## src/hw/rtl/polar_sector_neighbour_enumerator_macros.svh

```systemverilog
// ----------------------------------------------------------------------------
// polar sector neighbour enumerator assertion macros
// shared concurrent assertion forms, compiled out when ASSERT_OFF is set
// ----------------------------------------------------------------------------
`ifndef POLAR_SECTOR_NEIGHBOUR_ENUMERATOR_MACROS_SVH
`define POLAR_SECTOR_NEIGHBOUR_ENUMERATOR_MACROS_SVH

`ifndef ASSERT_OFF

// property that holds in the same cycle once out of reset
`define PSNE_ASSERT_NOW(label, clk, rst_n, ante, cons) \
    label: assert property (@(posedge clk) disable iff (!(rst_n)) (ante) |-> (cons)) \
        else $error("assertion failed");

// property whose consequence holds in the cycle after the antecedent
`define PSNE_ASSERT_NEXT(label, clk, rst_n, ante, cons) \
    label: assert property (@(posedge clk) disable iff (!(rst_n)) (ante) |=> (cons)) \
        else $error("assertion failed");

`else

`define PSNE_ASSERT_NOW(label, clk, rst_n, ante, cons)
`define PSNE_ASSERT_NEXT(label, clk, rst_n, ante, cons)

`endif

`endif

```

## src/hw/rtl/psne_pkg.sv

```systemverilog
// ----------------------------------------------------------------------------
// psne_pkg
// widths, codes and controller/datapath interface types of the polar sector
// neighbour enumerator
// ----------------------------------------------------------------------------
package psne_pkg;

    localparam int MAX_SCALE = 7;
    localparam int SCALE_W   = 3;
    localparam int RING_W    = 5;
    localparam int SECTOR_W  = 7;
    localparam int STEP_W    = 6;
    localparam int TDATA_W   = 16;

    // special sector codes at ring 0
    localparam logic signed [SECTOR_W-1:0] SEC_SAME   = -7'sd2;
    localparam logic signed [SECTOR_W-1:0] SEC_DOUBLE = -7'sd1;
    localparam logic signed [SECTOR_W-1:0] SEC_TRIPLE = 7'sd0;

    // steps of a general relation's neighbour list
    localparam logic [STEP_W-1:0] STEP_IN_PREV  = 6'd0;
    localparam logic [STEP_W-1:0] STEP_IN_SAME  = 6'd1;
    localparam logic [STEP_W-1:0] STEP_IN_NEXT  = 6'd2;
    localparam logic [STEP_W-1:0] STEP_AT_PREV  = 6'd3;
    localparam logic [STEP_W-1:0] STEP_AT_NEXT  = 6'd4;
    localparam logic [STEP_W-1:0] STEP_OUT_PREV = 6'd5;
    localparam logic [STEP_W-1:0] STEP_OUT_SAME = 6'd6;
    localparam logic [STEP_W-1:0] STEP_OUT_NEXT = 6'd7;

    // steps of the triple list
    localparam logic [STEP_W-1:0] STEP_TRI_DOUBLE = 6'd0;
    localparam logic [STEP_W-1:0] STEP_TRI_SAME   = 6'd1;
    localparam logic [STEP_W-1:0] STEP_TRI_FAR    = 6'd2;

    typedef enum logic [1:0] {
        KIND_EMPTY,
        KIND_TRIPLE,
        KIND_RINGWIDE,
        KIND_GENERAL
    } psne_kind_t;

    typedef struct packed {
        logic load;
        logic emit;
    } psne_cmd_t;

    typedef struct packed {
        logic out_free;
        logic at_last;
    } psne_status_t;

    // granularity in use for a register value
    function automatic logic [SCALE_W-1:0] sat_scale(input logic [SCALE_W-1:0] s);
        logic [SCALE_W-1:0] r;
        r = (int'(s) > MAX_SCALE) ? SCALE_W'(MAX_SCALE) : s;
        return r;
    endfunction

endpackage

```

## src/hw/rtl/polar_sector_neighbour_enumerator.sv

```systemverilog
// ----------------------------------------------------------------------------
// polar_sector_neighbour_enumerator
// lists the neighbour relations of one polar sector grid relation
// ----------------------------------------------------------------------------
// One relation beat in gives its neighbours as a run of result beats, one per
// cycle while the result side takes them, closed by tlast. A general relation
// gives up to eight beats, the triple code three, the same and double codes
// 8m+1, an invalid relation one beat with tuser set. The step counter of the
// datapath advances one beat per cycle while the output register is free, and
// the next relation is taken in the cycle that the last beat of a run is
// registered. Scale is written through cfg_wr_en / cfg_wr_data; the user
// must write it only while the block is idle, the block does not enforce it.
// ----------------------------------------------------------------------------
`include "polar_sector_neighbour_enumerator_macros.svh"

module polar_sector_neighbour_enumerator (
    input  logic                           aclk,
    input  logic                           aresetn,
    // scale register write
    input  logic                           cfg_wr_en,
    input  logic [psne_pkg::SCALE_W-1:0]   cfg_wr_data,
    // relation beats
    input  logic                           s_tvalid,
    output logic                           s_tready,
    input  logic [psne_pkg::TDATA_W-1:0]   s_tdata,  // [4:0] ring_index, [11:5] sector_index
    // neighbour beats
    output logic                           m_tvalid,
    input  logic                           m_tready,
    output logic [psne_pkg::TDATA_W-1:0]   m_tdata,  // [4:0] neighbour_ring, [11:5] neighbour_sector
    output logic                           m_tuser,  // [0] empty_res
    output logic                           m_tlast
);
    import psne_pkg::*;

    // scale register
    logic [SCALE_W-1:0] scale_reg;

    always_ff @(posedge aclk) begin
        if (!aresetn) begin
            scale_reg <= SCALE_W'(2);
        end else if (cfg_wr_en) begin
            scale_reg <= cfg_wr_data;
        end
    end

    psne_cmd_t                  cmd;
    psne_status_t               status;
    logic [RING_W-1:0]          out_ring;
    logic signed [SECTOR_W-1:0] out_sector;

    psne_ctrl u_ctrl (
        .aclk     (aclk),
        .aresetn  (aresetn),
        .in_valid (s_tvalid),
        .in_ready (s_tready),
        .status   (status),
        .cmd      (cmd)
    );

    psne_datapath u_datapath (
        .aclk       (aclk),
        .aresetn    (aresetn),
        .scale      (scale_reg),
        .in_ring    (s_tdata[RING_W-1:0]),
        .in_sector  (s_tdata[RING_W+SECTOR_W-1:RING_W]),
        .cmd        (cmd),
        .status     (status),
        .out_valid  (m_tvalid),
        .out_ready  (m_tready),
        .out_ring   (out_ring),
        .out_sector (out_sector),
        .out_empty  (m_tuser),
        .out_last   (m_tlast)
    );

    assign m_tdata = {{(TDATA_W-RING_W-SECTOR_W){1'b0}}, out_sector, out_ring};

    // an invalid relation is a single beat with zero fields
    `PSNE_ASSERT_NOW(a_empty_is_last, aclk, aresetn, m_tvalid && m_tuser, m_tlast)
    `PSNE_ASSERT_NOW(a_empty_zero, aclk, aresetn, m_tvalid && m_tuser, m_tdata == '0)
    // an emitted neighbour shows up as a valid beat
    `PSNE_ASSERT_NEXT(a_emit_valid, aclk, aresetn, cmd.emit, m_tvalid)

endmodule

```

## src/hw/rtl/psne_ctrl.sv

```systemverilog
// ----------------------------------------------------------------------------
// psne_ctrl
// controller: takes a relation, then steps the datapath through its list,
// one neighbour beat per cycle while the output register is free
// ----------------------------------------------------------------------------
module psne_ctrl (
    input  logic                  aclk,
    input  logic                  aresetn,
    input  logic                  in_valid,
    output logic                  in_ready,
    input  psne_pkg::psne_status_t status,
    output psne_pkg::psne_cmd_t   cmd
);
    import psne_pkg::*;

    typedef enum logic {
        ST_IDLE,
        ST_RUN
    } state_t;

    state_t state_reg, state_next;
    logic   emit;
    logic   load;

    // command decode
    always_comb begin
        emit = (state_reg == ST_RUN) && status.out_free;
        in_ready = (state_reg == ST_IDLE) || (emit && status.at_last);
        load = in_valid && in_ready;
        cmd.load = load;
        cmd.emit = emit;
    end

    // next state
    always_comb begin
        state_next = state_reg;
        unique case (state_reg)
            ST_IDLE: begin
                if (load) state_next = ST_RUN;
            end
            ST_RUN: begin
                if (emit && status.at_last && !load) state_next = ST_IDLE;
            end
            default: state_next = ST_IDLE;
        endcase
    end

    // state register
    always_ff @(posedge aclk) begin
        if (!aresetn) begin
            state_reg <= ST_IDLE;
        end else begin
            state_reg <= state_next;
        end
    end

endmodule

```

## src/hw/rtl/psne_datapath.sv

```systemverilog
// ----------------------------------------------------------------------------
// psne_datapath
// relation registers, classification, step counter, neighbour select and
// the output register of the result stream
// ----------------------------------------------------------------------------
module psne_datapath (
    input  logic                                  aclk,
    input  logic                                  aresetn,
    input  logic [psne_pkg::SCALE_W-1:0]          scale,
    input  logic [psne_pkg::RING_W-1:0]           in_ring,
    input  logic signed [psne_pkg::SECTOR_W-1:0]  in_sector,
    input  psne_pkg::psne_cmd_t                   cmd,
    output psne_pkg::psne_status_t                status,
    output logic                                  out_valid,
    input  logic                                  out_ready,
    output logic [psne_pkg::RING_W-1:0]           out_ring,
    output logic signed [psne_pkg::SECTOR_W-1:0]  out_sector,
    output logic                                  out_empty,
    output logic                                  out_last
);
    import psne_pkg::*;

    // classification of the incoming relation
    logic [SCALE_W-1:0]  m_in;
    logic [RING_W-1:0]   four_m_in;
    logic [STEP_W-1:0]   eight_m_in;
    logic [STEP_W-1:0]   sec_lo;
    logic                ring_ok;
    logic                is_special;
    psne_kind_t          kind_in;
    logic [STEP_W-1:0]   prev_in;
    logic [STEP_W-1:0]   next_in;
    logic [STEP_W-1:0]   first_in;
    logic [STEP_W-1:0]   final_in;
    logic [RING_W-1:0]   outer_in;

    always_comb begin
        m_in       = sat_scale(scale);
        four_m_in  = {m_in, 2'b00};
        eight_m_in = {m_in, 3'b000};
        sec_lo     = in_sector[STEP_W-1:0];
        ring_ok    = in_ring < four_m_in;
        is_special = (in_sector == SEC_SAME) || (in_sector == SEC_DOUBLE)
                     || (in_sector == SEC_TRIPLE);
        if (!ring_ok) begin
            kind_in = KIND_EMPTY;
        end else if (in_ring == '0) begin
            if (in_sector == SEC_TRIPLE)  kind_in = KIND_TRIPLE;
            else if (is_special)          kind_in = KIND_RINGWIDE;
            else                          kind_in = KIND_EMPTY;
        end else if (!in_sector[SECTOR_W-1] && (sec_lo != '0) && (sec_lo <= eight_m_in)) begin
            kind_in = KIND_GENERAL;
        end else begin
            kind_in = KIND_EMPTY;
        end
        // wrapped neighbours in orientation
        prev_in  = (sec_lo == 6'd1) ? eight_m_in : sec_lo - 6'd1;
        next_in  = (sec_lo == eight_m_in) ? 6'd1 : sec_lo + 6'd1;
        // ring-wide lists run out on the outermost ring for double, ring 1 for same
        outer_in = (in_sector == SEC_DOUBLE) ? four_m_in - 5'd1 : 5'd1;
        // first and final step of the list
        first_in = '0;
        unique case (kind_in)
            KIND_EMPTY:    final_in = '0;
            KIND_TRIPLE:   final_in = STEP_TRI_FAR;
            KIND_RINGWIDE: final_in = eight_m_in;
            KIND_GENERAL: begin
                if (in_ring == 5'd1) first_in = STEP_IN_NEXT;
                final_in = ((in_ring + 5'd1) == four_m_in) ? STEP_AT_NEXT : STEP_OUT_NEXT;
            end
            default:       final_in = '0;
        endcase
    end

    // relation registers
    psne_kind_t         kind_reg;
    logic [SCALE_W-1:0] m_reg;
    logic [RING_W-1:0]  ring_reg;
    logic [STEP_W-1:0]  sec_reg;
    logic [STEP_W-1:0]  prev_reg;
    logic [STEP_W-1:0]  next_reg;
    logic [RING_W-1:0]  outer_reg;
    logic [STEP_W-1:0]  step_reg;
    logic [STEP_W-1:0]  final_reg;

    always_ff @(posedge aclk) begin
        if (cmd.load) begin
            kind_reg  <= kind_in;
            m_reg     <= m_in;
            ring_reg  <= in_ring;
            sec_reg   <= sec_lo;
            prev_reg  <= prev_in;
            next_reg  <= next_in;
            outer_reg <= outer_in;
            final_reg <= final_in;
        end
    end

    // step counter
    always_ff @(posedge aclk) begin
        if (!aresetn) begin
            step_reg <= '0;
        end else if (cmd.load) begin
            step_reg <= first_in;
        end else if (cmd.emit) begin
            step_reg <= step_reg + 6'd1;
        end
    end

    // neighbour of the current step
    logic [RING_W-1:0]          nb_ring;
    logic signed [SECTOR_W-1:0] nb_sector;
    logic                       nb_empty;
    logic [RING_W-1:0]          ring_in_side;
    logic [RING_W-1:0]          ring_out_side;

    always_comb begin
        ring_in_side  = ring_reg - 5'd1;
        ring_out_side = ring_reg + 5'd1;
        nb_ring   = '0;
        nb_sector = '0;
        nb_empty  = 1'b0;
        unique case (kind_reg)
            KIND_EMPTY: begin
                nb_empty = 1'b1;
            end
            KIND_TRIPLE: begin
                unique case (step_reg)
                    STEP_TRI_DOUBLE: nb_sector = SEC_DOUBLE;
                    STEP_TRI_SAME:   nb_sector = SEC_SAME;
                    default: begin
                        nb_ring   = {1'b0, m_reg, 1'b0} - 5'd1;
                        nb_sector = {2'b00, m_reg, 2'b01};
                    end
                endcase
            end
            KIND_RINGWIDE: begin
                if (step_reg != '0) begin
                    nb_ring   = outer_reg;
                    nb_sector = {1'b0, step_reg};
                end
            end
            KIND_GENERAL: begin
                unique case (step_reg)
                    STEP_IN_PREV: begin
                        nb_ring = ring_in_side;  nb_sector = {1'b0, prev_reg};
                    end
                    STEP_IN_SAME: begin
                        nb_ring = ring_in_side;  nb_sector = {1'b0, sec_reg};
                    end
                    STEP_IN_NEXT: begin
                        // ring 1 sees the center as a single neighbour
                        if (ring_reg == 5'd1) begin
                            nb_ring = '0;  nb_sector = SEC_SAME;
                        end else begin
                            nb_ring = ring_in_side;  nb_sector = {1'b0, next_reg};
                        end
                    end
                    STEP_AT_PREV: begin
                        nb_ring = ring_reg;  nb_sector = {1'b0, prev_reg};
                    end
                    STEP_AT_NEXT: begin
                        nb_ring = ring_reg;  nb_sector = {1'b0, next_reg};
                    end
                    STEP_OUT_PREV: begin
                        nb_ring = ring_out_side;  nb_sector = {1'b0, prev_reg};
                    end
                    STEP_OUT_SAME: begin
                        nb_ring = ring_out_side;  nb_sector = {1'b0, sec_reg};
                    end
                    default: begin
                        nb_ring = ring_out_side;  nb_sector = {1'b0, next_reg};
                    end
                endcase
            end
            default: nb_empty = 1'b1;
        endcase
    end

    // output register
    logic                       out_valid_reg;
    logic [RING_W-1:0]          out_ring_reg;
    logic signed [SECTOR_W-1:0] out_sector_reg;
    logic                       out_empty_reg;
    logic                       out_last_reg;

    always_ff @(posedge aclk) begin
        if (!aresetn) begin
            out_valid_reg <= 1'b0;
        end else if (cmd.emit) begin
            out_valid_reg <= 1'b1;
        end else if (out_ready) begin
            out_valid_reg <= 1'b0;
        end
    end

    always_ff @(posedge aclk) begin
        if (cmd.emit) begin
            out_ring_reg   <= nb_ring;
            out_sector_reg <= nb_sector;
            out_empty_reg  <= nb_empty;
            out_last_reg   <= status.at_last;
        end
    end

    assign status.out_free = !out_valid_reg || out_ready;
    assign status.at_last  = (step_reg == final_reg);

    assign out_valid  = out_valid_reg;
    assign out_ring   = out_ring_reg;
    assign out_sector = out_sector_reg;
    assign out_empty  = out_empty_reg;
    assign out_last   = out_last_reg;

endmodule

```

## config.mk

```make
export PLATFORM = sky130hd
export DESIGN_NAME = polar_sector_neighbour_enumerator
export DESIGN_NICKNAME = d
export VERILOG_FILES = /design/src/hw/rtl/psne_pkg.sv /design/src/hw/rtl/polar_sector_neighbour_enumerator.sv /design/src/hw/rtl/psne_ctrl.sv /design/src/hw/rtl/psne_datapath.sv
export VERILOG_INCLUDE_DIRS = /design/src /design/src/hw/rtl
export SDC_FILE = /design/constraint.sdc
export NUM_CORES = 1
export LEC_CHECK = 0
export BUFFER_PORTS_ARGS = -buffer_cell sky130_fd_sc_hd__buf_2
export CORE_UTILIZATION = 42
export CTS_CLUSTER_DIAMETER = 60
export DETAILED_ROUTE_END_ITERATION = 8
export PLACE_DENSITY = 0.6
export REMOVE_ABC_BUFFERS = 1
export SETUP_SLACK_MARGIN = 0.4
export SLEW_MARGIN = 20
export SYNTH_ARGS = -nofsm -noshare
export SYNTH_HDL_FRONTEND = slang
export SYNTH_SLANG_ARGS = --single-unit
```

## constraint.sdc

```tcl
create_clock -name aclk -period 4.48 [get_ports aclk]
set_input_delay 1.12 -clock aclk [delete_from_list [all_inputs] [get_ports aclk]]
set_output_delay 1.12 -clock aclk [all_outputs]
set_load 0.01 [all_outputs]
```

Word level (Yosys, flattened, before mapping). Index checks and enable logic that the tools add are counted. Widths: inputs -> output; s select.

Flip-flop bits (word level): 64. Input port bits: 24. Output and inout bits: 20. Word-level logic and storage cells: 102.

$add $sub $neg: 8. $lt $le $gt $ge: 2. Eq/ne operators: 20. Multiplexer cells: 28. Bitwise operators: 1. Reduce and logical (&&, ||, !) cells: 26.

Operators by type and width (count): $pmux 7 s3 (2); $mux 6 (5); $pmux 5 s3 (2); $pmux 6 s4 (1); $eq 6x3->1 const B (3); $mux 5 (3); $mux 2 (7); $pmux 7 s2 (1); $add 6x1->6 const B (2); $eq 6x1->1 const B (2); $eq 6x2->1 const B (2); $eq 6x6->1 (2); $reduce_bool 6->1 (2); $add 5x1->5 const B (2); $eq 5x1->1 const B (2); $sub 5x1->5 const B (2); $eq 2x2->1 const B (4); $eq 7x1->1 const B (1); $eq 7x2->1 const B (1); $logic_not 7->1 (1); $mux 7 (1); $le 6x6->1 (1); $logic_and 1x1->1 (6); $logic_not 6->1 (1); 15 further kinds (29).

Longest topological paths before layout.
Word-level depth: 10. Gate-level depth with buffers: 7. Mapped depth without buffers: 7.

Cells and area by module. A second synthesis with hierarchy kept.

Cell total of the unflattened synthesis: 345. Area, all modules: 3626.0 µm².

By module, submodules not included: psne_datapath (times used 1, cells an instance 323, area an instance 3407.0 µm², sequential area each 1701.6 µm²); polar_sector_neighbour_enumerator (times used 1, cells an instance 14, area an instance 140.1 µm², sequential area each 60.1 µm²); psne_ctrl (times used 1, cells an instance 8, area an instance 78.8 µm², sequential area each 20.0 µm²).

Least setup slack after synthesis. Ideal clock, no wire load.

Path kind: input to register. Start point: input m_tready. End point: register u_datapath.final_reg[0] (enable). Library setup time: 0.436 ns. Arrival time: 3.139 ns. Required time: 4.044 ns. Path slack: 0.905 ns. Stages: 3. Buffers on the path: 0. Cells stage by stage: nor2b_1 -> o31a_1 -> nor2_1.

Longest elaborated chain between the ends: 5.

Ends and longest elaborated chain: from (decl) (line polar_sector_neighbour_enumerator.sv:28) `input logic m_tready,`; $logic_or 1x1->1 (line psne_datapath.sv:206) `assign status.out_free = !out_valid_reg || out_ready;`; $logic_and 1x1->1 (line psne_ctrl.sv:27) `emit = (state_reg == ST_RUN) && status.out_free;`; $logic_and 1x1->1 (line psne_ctrl.sv:28) `in_ready = (state_reg == ST_IDLE) || (emit && status.at_last);`; $logic_or 1x1->1 (line psne_ctrl.sv:28); $logic_and 1x1->1 (line psne_ctrl.sv:29) `load = in_valid && in_ready;`; named net u_ctrl.load (line psne_ctrl.sv:23) `logic load;`; to (signal assigned) (line psne_datapath.sv:95) `final_reg <= final_in;`; to (decl) (line psne_datapath.sv:84) `logic [STEP_W-1:0] final_reg;`.

The timed path passes the listed nets, and every way through them passes these cells. A chain may end at the register's enable or synchronous reset.

Final worst setup path.
Start point: register u_datapath.step_reg[2]. End point: output s_tready.

Longest elaborated chain between the ends: 3.

Ends and longest elaborated chain: from (decl) (line psne_datapath.sv:83) `logic [STEP_W-1:0] step_reg;`; from (signal assigned) (line psne_datapath.sv:104) `step_reg <= first_in;`; from (signal assigned) (line psne_datapath.sv:106) `step_reg <= step_reg + 6'd1;`; $eq 6x6->1 (line psne_datapath.sv:207) `assign status.at_last = (step_reg == final_reg);`; $logic_and 1x1->1 (line psne_ctrl.sv:28); $logic_or 1x1->1 (line psne_ctrl.sv:28); to (decl) (line polar_sector_neighbour_enumerator.sv:24) `output logic s_tready,`.

No other way between the ends.

==> impl_metrics.ini <==
[status]
status = completed

[sta]
clock.fmax_mhz = 330
min_period_ns = 3.03
tns_ns = 0
fin_crit_sh_pct = 67.6
whs_ns = 0.538
hold_viol_final = 0
worst_pin_slew_ns = 1.09
maxSlewHeadroom_pct = 26.9
drv_slew = 0
rsz0062_at_grt = false
finClkSkew_ns = 0.00976
finalSetupViolCount = 0

[logic_synthesis]
postSynthAreaPerCell_um2 = 10.7
ys.warnings.count = 0
synthFlopType = edfxtp_1
synth_most_common_cell = edfxtp_1
synth_area_leaders = edfxtp_1 44%, ha_1 6.4%, dfxtp_1 6.2%
yosysSeqAreaShare_pct = 50.4
yosysTopAreaCell = edfxtp_1
synth_top_cell_area_share_pct = 44.1
synth-edff-count = 52
postSynthCellCount = 331
async_reset_ff_share_pct = 0
ys_types = 56
ys_ff_latch = 63
synth_commonest_cells = 52 x edfxtp_1, 36 x nor2_1, 28 x nand2_1, 20 x inv_1
netlist_area_um2 = 3540

[worst_setup_path]
crit_chain = xnor2_1, nand4_1, o31a_1, inv_1, buf_2
crit_required_ns = 3.36
endpoint_kind = primary output
path_class = reg2out
cp.arrival_ns = 1.91
crit_path_max_fanout = 11
crit_path_max_incr_delay_ns = 0.63
slowest_stage = dfxtp_1
crit_path_start_kind = flop

[layout]
largest_reg_flops = 7
antennaDiodeCount = 0
fin_nets = 411
layout-drive-gt1-share_pct = 16.3
finalCoreUtilization_pct = 49.0
syn_to_final_growth_pct = 13.2
fin_area_um2 = 4000

[floorplan]
io_pins = 44
core_area_um2 = 8180
rows = 33
die_x_um = 93.8
initial_utilization_pct = 43.3
die-area_um2 = 8800
die_height_um = 93.8

[cts]
cts-root-buf = clkbuf_8
cts_hold_buf = 0
cts_resized = 0
clk_pin_slew_ns = 0.07
cts_tree = done
cts_buffer_depth = 2
numCtsBuffers = 9
post-cts-setup-buffers = 0
insertion_delay_ns = 0.35
htree_levels = 3
cts.sinks = 63

[grt]
antenna_found_initial = 0
grt_max_degree = 40
grt_pass1_wl_mm = 12.3
grt_pass1_vias = 2434
overflow = 0
track_usage_pct = 18.7

[power]
power.total_uw = 1420
p_leak_uw = 0.00151
max-vdd-ir-drop_v = 0.000160
cellPowerDensity_nw_per_um2 = 354

[detailed_routing]
remaining_drc_errors = 0
wl_per_cell_um = 15.7
first_pass_iters = 6
drtIter0Drc = 190
routed_wl_mm = 7.52
vias_per_cell = 5.37
ant_nets = 0
num_vias = 2571

[placed_design]
place.gp.congestion = 0.877
hpwlAfterDp_mm = 5.57
io_buffers = 35
postPlaceCellArea_um2 = 3790

[flow_run]
max_cap_violations = 0

[hold_path]
hold_class = reg2reg
[area by class of cell]
cell class                 instances  area (um^2)
multi-input combinational        239         1620
clock buffer                      10          128
inverter                          20         75.1
clock inverter                     6         85.1
sequential                        63         1780
fill                             761         4170
tap                              105          131
timing repair buffer              36          183
[metrics by stage]
stage / instances / setup WS, ns
finish: 479 / 1.45
CTS: 479 / 1.44
detailed placement: 463 / 1.53
floorplan: 322 / 0.905
global placement: 463 / 1.54
global route: 479 / 1.34
[path summary, 6_finish.rpt]
kind	startpoint	to	slack (ns)	depth (start not counted)
max	u_datapath.step_reg[2]	s_tready	1.45	5
min	u_ctrl.state_reg	u_datapath.out_valid	0.54	2
max reg2reg	u_datapath.step_reg[2]	u_datapath.ring_reg[3]	1.89	4
min reg2reg	u_ctrl.state_reg	u_datapath.out_valid	0.54	2
[worst max-delay path, delay by kind of cell (launching register included)]
family	cells	cell delay [ns]
flops	1	0.63
compound gates	1	0.37
buf+inv	2	0.21
simple gates	1	0.18
xor+xnor	1	0.17
[placed cells by master (no fill, tap or decap), types with 3 or more instances in the layout]
cell type	Yosys	routed
nand4_1	4	4
inv_1	20	20
dfxtp_1	11	11
edfxtp_1	52	52
conb_1	1	4
mux2i_1	5	5
a41oi_1	3	3
nor2b_1	10	10
nand2_1	28	28
clkbuf_8	0	9
nor3_1	11	11
and3_1	3	3
xnor2_1	17	17
a21oi_1	10	10
nand3_1	9	9
xor2_1	8	8
a222oi_1	3	3
buf_2	3	35
o21ai_1	3	3
and2_1	3	3
ha_1	18	18
nor2_1	36	35
o21bai_1	3	3
a211oi_1	4	4
o21ai_0	18	18
[power by group]
group,switching (uW),leakage [uW],total (uW),internal (uW)
clock,215,0.000102,526,311
combinational,112,0.000820,185,73.1
sequential,25.1,0.000591,704,679
total,352,0.00151,1420,1060
[logic make-up (layout without fill, tap and decap cells)]
family	count (synthesis)	after routing	share of synthesized area, %
AOI/OAI and AO/OA	70	70	14.4
xor gates and xnor gates	25	25	6.19
adders and majority gates	18	18	6.37
buffers and inverters	32	72	4.38
DFF	63	63	50.4
muxes	5	5	1.41
other	1	4	0.106
and+or+nand+nor	117	117	16.8
[layer usage]
| layer | routed length [um] | track usage (%) | up-vias |
|---|---|---|---|
| met5 | 0 | 0 | - |
| met1 | 3570 | 25.6 | 1199 |
| met3 | 386 | 3.40 | 9 |
| li1 | - | - | 1283 |
| met2 | 3450 | 28.6 | 80 |
| met4 | 116 | 8.85 | 0 |
Note: power is estimated with default switching activity, not from simulation.
